==> config.mk <==
export PLATFORM = sky130hd
export DESIGN_NAME = nonpreemptive_priority_channel_queue
export DESIGN_NICKNAME = d
export VERILOG_FILES = /design/src/sv/npcq_pkg.sv /design/src/sv/npcq_ctrl.sv /design/src/sv/npcq_dp.sv /design/src/sv/nonpreemptive_priority_channel_queue.sv
export VERILOG_INCLUDE_DIRS = /design/src /design/src/sv
export SDC_FILE = /design/constraint.sdc
export NUM_CORES = 2
export LEC_CHECK = 0
export BUFFER_PORTS_ARGS = -buffer_cell sky130_fd_sc_hd__buf_2
export CORE_MARGIN = 2
export CORE_UTILIZATION = 40
export CTS_CLUSTER_DIAMETER = 40
export CTS_CLUSTER_SIZE = 28
export DETAILED_ROUTE_END_ITERATION = 8
export GPL_TIMING_DRIVEN = 0
export SLEW_MARGIN = 20
export SYNTH_ARGS = -nofsm -noshare
export SYNTH_HDL_FRONTEND = slang
export SYNTH_SLANG_ARGS = --single-unit
==> constraint.sdc <==
create_clock -name clk -period 13.4 [get_ports clk]
set_input_delay 1.34 -clock clk [delete_from_list [all_inputs] [get_ports clk]]
set_output_delay 1.34 -clock clk [all_outputs]
set_load 0.005 [all_outputs]
==> src/sv/assert_macros.svh <==
// assertion macros shared by the queue modules
// assumes a clock named clk and an active-high reset named rst in scope
`ifndef ASSERT_MACROS_SVH
`define ASSERT_MACROS_SVH

// property checked at every clock edge outside reset
`define ASSERT_CLK(label, prop, msg) \
  label: assert property (@(posedge clk) disable iff (rst) prop) else $error(msg);

// trigger in one cycle implies consequence in the next
`define ASSERT_NEXT(label, trig, cons, msg) \
  label: assert property (@(posedge clk) disable iff (rst) (trig) |=> (cons)) else $error(msg);

`endif

==> src/sv/npcq_pkg.sv <==
// types, codes and ordering function for the priority channel queue
// no dependencies
`default_nettype none

package npcq_pkg;

  localparam logic CMD_REQUEST = 1'b0;
  localparam logic CMD_RELEASE = 1'b1;

  localparam logic [1:0] STATUS_OK    = 2'd0;
  localparam logic [1:0] STATUS_FULL  = 2'd1;
  localparam logic [1:0] STATUS_EMPTY = 2'd2;

  typedef struct packed {
    logic [7:0]  id;
    logic [7:0]  prio;
    logic [15:0] arrive;
    logic [15:0] dur;
    logic [9:0]  seq;
  } entry_t;

  typedef struct packed {
    logic load;
    logic exec;
  } ctl_t;

  // true when waiting entry w is served before newcomer n
  function automatic logic stays_ahead(input entry_t w, input entry_t n);
    logic res;
    if (w.prio != n.prio) begin
      res = w.prio < n.prio;
    end else if (w.arrive != n.arrive) begin
      res = w.arrive < n.arrive;
    end else if (w.dur != n.dur) begin
      res = w.dur < n.dur;
    end else begin
      res = w.seq < n.seq;
    end
    return res;
  endfunction

endpackage

`default_nettype wire

==> src/sv/npcq_ctrl.sv <==
// sequencing state machine for the priority channel queue
// depends on npcq_pkg and assert_macros.svh
`default_nettype none
`include "assert_macros.svh"

module npcq_ctrl (
  input  wire logic          clk,
  input  wire logic          rst,
  input  wire logic          in_valid,
  output logic               in_stall,
  output logic               out_valid,
  input  wire logic          out_stall,
  output npcq_pkg::ctl_t     ctl
);
  import npcq_pkg::*;

  localparam logic [1:0] S_IDLE = 2'd0;
  localparam logic [1:0] S_EXEC = 2'd1;
  localparam logic [1:0] S_HOLD = 2'd2;

  logic [1:0] state;
  logic [1:0] state_next;

  always_comb begin
    state_next = state;
    case (state)
      S_IDLE: begin
        if (in_valid) state_next = S_EXEC;
      end
      S_EXEC: begin
        state_next = S_HOLD;
      end
      S_HOLD: begin
        if (!out_stall) state_next = S_IDLE;
      end
      default: begin
        state_next = S_IDLE;
      end
    endcase
  end

  always_ff @(posedge clk) begin
    if (rst) begin
      state <= S_IDLE;
    end else begin
      state <= state_next;
    end
  end

  assign in_stall  = (state != S_IDLE);
  assign out_valid = (state == S_HOLD);
  assign ctl.load  = (state == S_IDLE) && in_valid;
  assign ctl.exec  = (state == S_EXEC);

  // a loaded item is always worked on in the following cycle
  `ASSERT_NEXT(a_load_then_exec, ctl.load, ctl.exec, "load not followed by exec")
  // every result shown comes from an update just before it
  `ASSERT_CLK(a_result_after_exec, $rose(out_valid) |-> $past(ctl.exec), "result without exec")

endmodule

`default_nettype wire

==> src/sv/npcq_dp.sv <==
// sorted entry row, insert and pop shifting, result registers
// depends on npcq_pkg and assert_macros.svh
`default_nettype none
`include "assert_macros.svh"

module npcq_dp #(
  parameter int QUEUE_DEPTH = 16
) (
  input  wire logic          clk,
  input  wire logic          rst,
  input  wire npcq_pkg::ctl_t ctl,
  input  wire logic          command,
  input  wire logic [7:0]    flow_id,
  input  wire logic [7:0]    flow_priority,
  input  wire logic [15:0]   arrival_tenths,
  input  wire logic [15:0]   duration_tenths,
  input  wire logic [9:0]    sequence_number,
  output logic               grant,
  output logic               head_valid,
  output logic [7:0]         head_flow_id,
  output logic [4:0]         waiting_count,
  output logic [1:0]         status
);
  import npcq_pkg::*;

  localparam int CW = $clog2(QUEUE_DEPTH + 1);

  logic           cmd;
  entry_t         item;
  entry_t         slot [QUEUE_DEPTH];
  logic [CW-1:0]  count;

  logic [QUEUE_DEPTH-1:0] keep;
  entry_t         slot_ins  [QUEUE_DEPTH];
  entry_t         slot_pop  [QUEUE_DEPTH];
  entry_t         slot_next [QUEUE_DEPTH];
  logic [CW-1:0]  count_next;
  logic           grant_next;
  logic [1:0]     status_next;
  logic [CW-1:0]  wait_n;
  logic [31:0]    wait_wide;

  // item register
  always_ff @(posedge clk) begin
    if (ctl.load) begin
      cmd         <= command;
      item.id     <= flow_id;
      item.prio   <= flow_priority;
      item.arrive <= arrival_tenths;
      item.dur    <= duration_tenths;
      item.seq    <= sequence_number;
    end
  end

  // per-slot compare: head always stays, waiting slots stay while strictly ahead
  always_comb begin
    keep[0] = 1'b1;
    for (int k = 1; k < QUEUE_DEPTH; k++) begin
      keep[k] = (CW'(k) < count) && stays_ahead(slot[k], item);
    end
  end

  always_comb begin
    slot_ins[0] = slot[0];
    for (int k = 1; k < QUEUE_DEPTH; k++) begin
      if (keep[k]) begin
        slot_ins[k] = slot[k];
      end else if (keep[k-1]) begin
        slot_ins[k] = item;
      end else begin
        slot_ins[k] = slot[k-1];
      end
    end
    for (int k = 0; k < QUEUE_DEPTH - 1; k++) begin
      slot_pop[k] = slot[k+1];
    end
    slot_pop[QUEUE_DEPTH-1] = slot[QUEUE_DEPTH-1];
  end

  always_comb begin
    for (int k = 0; k < QUEUE_DEPTH; k++) begin
      slot_next[k] = slot[k];
    end
    count_next  = count;
    grant_next  = 1'b0;
    status_next = STATUS_OK;
    case (cmd)
      CMD_REQUEST: begin
        if (count == CW'(QUEUE_DEPTH)) begin
          status_next = STATUS_FULL;
        end else if (count == '0) begin
          slot_next[0] = item;
          count_next   = CW'(1);
          grant_next   = 1'b1;
        end else begin
          for (int k = 0; k < QUEUE_DEPTH; k++) begin
            slot_next[k] = slot_ins[k];
          end
          count_next = count + CW'(1);
        end
      end
      CMD_RELEASE: begin
        if (count == '0) begin
          status_next = STATUS_EMPTY;
        end else begin
          for (int k = 0; k < QUEUE_DEPTH; k++) begin
            slot_next[k] = slot_pop[k];
          end
          count_next = count - CW'(1);
          grant_next = (count != CW'(1));
        end
      end
      default: begin
        status_next = STATUS_OK;
      end
    endcase
  end

  assign wait_n    = count_next - CW'(1);
  assign wait_wide = 32'(wait_n);

  always_ff @(posedge clk) begin
    if (ctl.exec) begin
      for (int k = 0; k < QUEUE_DEPTH; k++) begin
        slot[k] <= slot_next[k];
      end
    end
  end

  always_ff @(posedge clk) begin
    if (rst) begin
      count         <= '0;
      grant         <= 1'b0;
      head_valid    <= 1'b0;
      head_flow_id  <= '0;
      waiting_count <= '0;
      status        <= STATUS_OK;
    end else if (ctl.exec) begin
      count         <= count_next;
      grant         <= grant_next;
      head_valid    <= (count_next != '0);
      head_flow_id  <= (count_next != '0) ? slot_next[0].id : 8'd0;
      waiting_count <= (count_next != '0) ? wait_wide[4:0] : 5'd0;
      status        <= status_next;
    end
  end

  `ASSERT_CLK(a_count_bound, count <= CW'(QUEUE_DEPTH), "entry count beyond depth")
  `ASSERT_NEXT(a_head_matches_count, ctl.exec, head_valid == (count != '0), "head flag off count")
  `ASSERT_CLK(a_grant_has_head, grant |-> head_valid, "grant without head")

endmodule

`default_nettype wire

==> src/sv/nonpreemptive_priority_channel_queue.sv <==
// Non-preemptive priority arbiter for one shared channel. A request (command 0) takes the idle
// channel at once with grant set; otherwise it joins a sorted waiting line behind the head,
// ordered by lower priority value, then earlier arrival, shorter duration, lower sequence
// number. A release (command 1) pops the head and grants the next entry if one waits. A
// request into a full store reports status 1, a release with nothing queued reports status 2;
// neither changes state. Each item gives one result: the item is registered at acceptance, the
// parallel compare and shift of the entry row run in the execute state, and out_valid rises
// when the controller enters its hold state. The next item is taken in the cycle after the
// result has been taken, so no new item is accepted while one is in flight. QUEUE_DEPTH sets
// the number of entry slots including the head. Depends on npcq_pkg, npcq_ctrl and npcq_dp.
`default_nettype none

module nonpreemptive_priority_channel_queue #(
  parameter int QUEUE_DEPTH = 16
) (
  input  wire logic        clk,
  input  wire logic        rst,
  input  wire logic        in_valid,
  output logic             in_stall,
  input  wire logic        command,
  input  wire logic [7:0]  flow_id,
  input  wire logic [7:0]  flow_priority,
  input  wire logic [15:0] arrival_tenths,
  input  wire logic [15:0] duration_tenths,
  input  wire logic [9:0]  sequence_number,
  output logic             out_valid,
  input  wire logic        out_stall,
  output logic             grant,
  output logic             head_valid,
  output logic [7:0]       head_flow_id,
  output logic [4:0]       waiting_count,
  output logic [1:0]       status
);
  import npcq_pkg::*;

  ctl_t ctl;

  npcq_ctrl u_ctrl (
    .clk       (clk),
    .rst       (rst),
    .in_valid  (in_valid),
    .in_stall  (in_stall),
    .out_valid (out_valid),
    .out_stall (out_stall),
    .ctl       (ctl)
  );

  npcq_dp #(
    .QUEUE_DEPTH (QUEUE_DEPTH)
  ) u_dp (
    .clk             (clk),
    .rst             (rst),
    .ctl             (ctl),
    .command         (command),
    .flow_id         (flow_id),
    .flow_priority   (flow_priority),
    .arrival_tenths  (arrival_tenths),
    .duration_tenths (duration_tenths),
    .sequence_number (sequence_number),
    .grant           (grant),
    .head_valid      (head_valid),
    .head_flow_id    (head_flow_id),
    .waiting_count   (waiting_count),
    .status          (status)
  );

endmodule

`default_nettype wire
Word-level counts from Yosys, hierarchy flattened

Memories as Yosys holds them, arrays and structs flattened.
Index checks and enable logic that the tools add are counted.

Flip-flop bits (word level): 83
RAM bits: 928
Input bits: 63
Word-level logic and storage cells: 262
Memories: 1

Add/sub/neg operators: 3
$lt $le $gt $ge: 75
Eq/ne operators: 51
Mux-type cells: 97
Bitwise operators: 1
Reductions and logical operators: 21

Memories:

| memory    | words | bits a word | rd ports | clocked after memory_dff | write ports | line          | RTL |
|---|---|---|---|---|---|---|---|
| u_dp.slot | 16    | 58          | 16       | 0                        | 16          | npcq_dp.sv:30 | `entry_t slot [QUEUE_DEPTH];` |

Operator list:

| cell                                                                | number |
|---|---|
| 928-bit 2-to-1 mux                                                  | 2 |
| 928-bit one-hot mux with 2 select lines                             | 1 |
| 58-bit 2-to-1 mux                                                   | 30 |
| 870-bit 2-to-1 mux                                                  | 1 |
| 16-bit < comparator                                                 | 30 |
| 16-bit != test                                                      | 30 |
| 10-bit < comparator                                                 | 15 |
| 8-bit < comparator                                                  | 15 |
| 8-bit != test                                                       | 15 |
| 1-bit 2-to-1 mux                                                    | 51 |
| 4-bit by 5-bit < comparator with 1-bit output, first input constant | 8 |
| 3-bit by 5-bit < comparator with 1-bit output, first input constant | 4 |
| 5-bit 2-to-1 mux                                                    | 4 |
| 1-bit logical AND                                                   | 16 |
| 2-bit by 5-bit < comparator with 1-bit output, first input constant | 2 |
| 5-bit one-hot mux with 2 select lines                               | 1 |
| 5-bit by 1-bit subtractor with 5-bit output, second input constant  | 2 |
| 8-bit 2-to-1 mux                                                    | 1 |
| 2-bit 2-to-1 mux                                                    | 3 |
| 2-bit one-hot mux with 3 select lines                               | 1 |
| 5-bit by 1-bit adder with 5-bit output, second input constant       | 1 |
| 5-bit == test, second input constant                                | 1 |
| 5-bit zero test                                                     | 1 |
| 1-bit by 5-bit < comparator with 1-bit output, first input constant | 1 |
| other kinds (11)                                                    | 12 |

Longest topological paths before layout

An unclocked memory read counts as a cell.

Word-level depth: 12
Depth in mapped cells: 16
Gate-level depth less buffers: 13

By module

From an unflattened synthesis, not the netlist that was laid out.

Cells, all modules: 6871
Area, all modules: 66555.1 µm²

By module, submodules not included:

| module    | instances | cells an instance | area an instance (µm²) |
|---|---|---|---|
| npcq_dp   | 1         | 6860              | 66448.7 |
| npcq_ctrl | 1         | 11                | 106.4 |

Worst setup path after synthesis

OpenSTA, ideal clock, no wires.

Path kind: register -> register
From: register u_dp.item[21] (netlist name)
To: memory u_dp.slot[2][0] (netlist name) (enable)
Setup time: 0.493 ns
Data arrival time: 5.675 ns
Data required time: 12.907 ns
Setup slack: 7.233 ns
Cell stages (with the launch flop): 13
Buffers on the path: 3
Cell sequence: edfxtp_1 clkbuf_1 inv_1 ha_1 nand4_1 nor4_1 or4b_1 o211a_1 o2111ai_1 nand3_1 buf_4 buf_4 a21oi_1

RTL lines:

| item             | line |
|---|---|
| end: declaration | npcq_dp.sv:30 |

==> results.json <==
{
  "holdCritPathClass": "register to register",
  "core_area_mm2": 0.154,
  "finalHoldViolCount": 0,
  "layout.cells.most_common_list": "nand2_1, edfxtp_1, ha_1, o21ai_0, clkbuf_1",
  "floorplan.die.height_um": 398,
  "finish.net_count": 7104,
  "cts-root-to-sink-buffers": 3,
  "floorplan.io_pins": 82,
  "critical_path_peak_fanout": 17,
  "regToRegStartpoint": "u_dp.item[25]$_DFFE_PP_",
  "ctsHtreeMaxLevel": 4,
  "crit_arrival_ns": 7.68,
  "number_of_buffers_added_by_the_clock_tree_synthesis_step": 201,
  "pin_count_of_the_biggest_net_entering_global_routing": 31,
  "postSynth.asyncResetShare_pct": 0,
  "synthesis.nets": 6752,
  "rsz_0062_raised_after_global_routing": "no",
  "antenna_left": 0,
  "rows": 144,
  "crit_path_cell_chain": "clkbuf_1 -> inv_1 -> ha_1 -> nand4_1 -> nor3_1 -> o21ai_0 -> and3b_1 -> a21oi_1 -> o41ai_4 -> buf_4 -> buf_4 -> buf_4 -> a21oi_4 -> buf_16 -> buf_16",
  "post_cts.resized_instances": 0,
  "critPathCaptureType": "register",
  "postLayoutSetupSlackWorst_ns": 6.22,
  "grt_first_pass_wirelength_um": 370000,
  "detailedRoute.firstPassIterationCount": 6,
  "holdCritStartpoint": "u_dp.waiting_count[4]$_SDFFE_PP0P_",
  "critical_path.max_stage_delay_ns": 0.86,
  "ff2ff_setup_slack_ns": 6.22,
  "critPathMostFrequentCell": "buf_4",
  "synth_edf_count": 937,
  "grt_use_total_pct": 32.0,
  "vias": 54600,
  "finalWeightedCongestion": 0.984,
  "crit_path_top_delay_cell": "nor3_1",
  "slew_headroom_pct": 15.9,
  "pre_cts_slack_ns": 6.42,
  "layout-area-overhead-vs-synth_pct": 19.4,
  "yosysUniqueCellTypes": 78,
  "worst_skew_pair.late_latency_ns": 0.88,
  "place.detailed.hpwl_um": 201000,
  "worst_ir_drop_vdd_uv": 161,
  "clock-sinks": 961,
  "layout.cells.most_common": "nand2_1",
  "postSynthCellCount": 5949,
  "r2r.worst_path.cells": 15,
  "detail_route.vias_per_cell": 6.40,
  "cellLeakagePower_uw": 0.0276,
  "clk_pin_slew_worst_paths_ns": 0.05,
  "drt_iter0_drc": 6709,
  "fin_tns_setup_ns": 0,
  "design.die.area_mm2": 0.159,
  "timing.rr.end": "u_dp.slot[5][25]$_DFFE_PP_",
  "final_max_slew_viol_count": 0,
  "period_share_pct": 53.6,
  "antenna_found_initial": 24,
  "post_cts.repair.setup_buffers": 0,
  "power.density_mw_per_mm2": 144,
  "die-width_um": 398,
  "status": "finished, final reports clean",
  "finalSetupViolCount": 0,
  "starting_density_pct": 40.3,
  "hold_buffers": 0,
  "synth-main-ff-cell": "edfxtp_1",
  "criticalPathCategory": "register to register",
  "synth_warnings": 0,
  "post-route-drc-count": 0,
  "required_time_of_the_worst_setup_path_ns": 13.90,
  "synth_seq_area_share_pct": 46.0,
  "cts-root-buf": "clkbuf_16",
  "final_layout_size_suffix_gt1_share_pct": 10.6,
  "critPathLaunchType": "register",
  "max_cap_violations": 0,
  "fin_crit_period_ns": 7.18,
  "cts_tree": "done",
  "fmax_mhz": 139,
  "via_count_of_the_first_global_routing_pass": 52300,
  "critical_path.startpoint": "u_dp.item[25]$_DFFE_PP_",
  "crit_end": "u_dp.slot[5][25]$_DFFE_PP_",
  "timing_worst_slew_pin_value_ns": 1.25,
  "synth.avg_cell_area_um2": 10.5,
  "io_port_bufs": 80,
  "postRouteWirelength_um": 260000,
  "grt_overflow_total": 0,
  "postSynthRegisterBits": 961,
  "netlist_area_mm2": 0.0622,
  "clock-skew-final_ns": 0.0839,
  "wl_per_cell_um": 30.4
}
critical path: cells and delay by family (launching register included):
family / cells / cell delay [ns]
AO/OA/AOI/OAI: 4 / 2.31
adder cells (fa/ha/maj): 1 / 0.50
buffers and inverters: 7 / 2.10
flip-flops: 1 / 0.32
AND/OR/NAND/NOR: 3 / 1.53
final cells by class:
cell class / count / area [µm²]
antenna: 10 / 25.0
buffer: 398 / 1680
clock buffer: 221 / 5110
clock inverter: 160 / 2100
fill: 14200 / 80000
inverter: 119 / 447
multi-input combinational: 4471 / 31800
sequential: 961 / 28600
tap: 2044 / 2560
timing repair buffer: 149 / 1950
metal layers:
| layer | track usage, % | share of wire (%) | vias up | routed length, µm |
|---|---|---|---|---|
| li1 | - | - | 23700 | - |
| met1 | 42.4 | 40 | 26900 | 105000 |
| met2 | 47.6 | 43 | 3253 | 111000 |
| met3 | 8.09 | 11 | 704 | 27800 |
| met4 | 17.6 | 6.0 | 40 | 15500 |
| met5 | 0 | 0.097 | - | 251 |
synthesized netlist by cell type (12+ instances only):
cell type,count,area share (%)
o21ai_0,353,2.8
clkbuf_1,302,1.8
and2_1,14,0.14
nand2_1,962,5.8
nor2b_1,47,0.47
a22oi_1,14,0.17
o2111ai_1,12,0.17
nor2_1,269,1.6
a21o_1,94,1.1
nor4_1,25,0.25
a32oi_1,59,0.83
mux2i_1,289,4.7
a22o_1,58,0.82
and4_1,17,0.24
buf_2,59,0.47
edfxtp_1,937,45
nand2b_1,49,0.49
o211ai_1,250,3.0
buf_1,19,0.11
a221o_1,177,2.8
nand3_1,273,2.2
a31oi_1,27,0.27
o21ai_1,90,0.72
buf_4,13,0.16
a2111oi_0,12,0.17
nor3_1,35,0.28
inv_1,119,0.72
dfxtp_1,24,0.77
mux2_2,58,1.1
ha_1,740,15
a21oi_1,260,2.1
nand4_1,114,1.1
a211oi_1,44,0.53
o31ai_1,12,0.14
cell families (layout without fill, tap and decap cells):
logic type	Yosys count	count (layout)	share of synthesized area [%]
xor+xnor	2	2	0.0282
compound gates	1537	1537	16.8
simple gates	1845	1845	13.2
buf+inv	517	1047	3.38
other cells	0	10	0
fa+ha+maj	740	740	14.9
mux	347	347	5.70
flops	961	961	46.0
flip-flops by register name, indices dropped and copies added, names as in the netlist:
signal              flops
u_dp.slot             878
u_dp.item              58
u_dp.head_flow_id       8
u_dp.count              5
u_dp.waiting_count      5
u_ctrl.state            2
u_dp.status             2
u_dp.cmd                1
u_dp.grant              1
u_dp.head_valid         1
where the power goes:
group,leakage [µW],switching [µW],internal [µW]
Combinational,0.0152,1160,546
Sequential,0.00889,111,3510
Clock,0.00345,1920,3430
worst min-delay path by stage:
stage / endpoint / slack (ns) / cells after the start
after floorplan: u_dp.waiting_count[4]$_SDFFE_PP0P_ / 0.45 / 2
after global placement: u_dp.waiting_count[4]$_SDFFE_PP0P_ / 0.45 / 2
after detailed placement: u_dp.waiting_count[4]$_SDFFE_PP0P_ / 0.44 / 2
after CTS: u_dp.waiting_count[4]$_SDFFE_PP0P_ / 0.45 / 2
after global routing: u_dp.waiting_count[4]$_SDFFE_PP0P_ / 0.46 / 2
final: u_dp.waiting_count[4]$_SDFFE_PP0P_ / 0.46 / 2
stage by stage:
stage	instances	hold WS, ns	util [%]	total power [µW]	area [µm²]
after global placement	8073	0.445	42.2	5230	65200
after detailed placement	8141	0.443	43.4	5320	67000
after global routing	8523	0.462	48.1	11000	74200
after CTS	8522	0.453	48.1	10600	74200
after floorplan	5949	0.448	-	4610	62200
final	8533	0.456	48.2	10700	74300
Power figures use the tool's default switching activity.
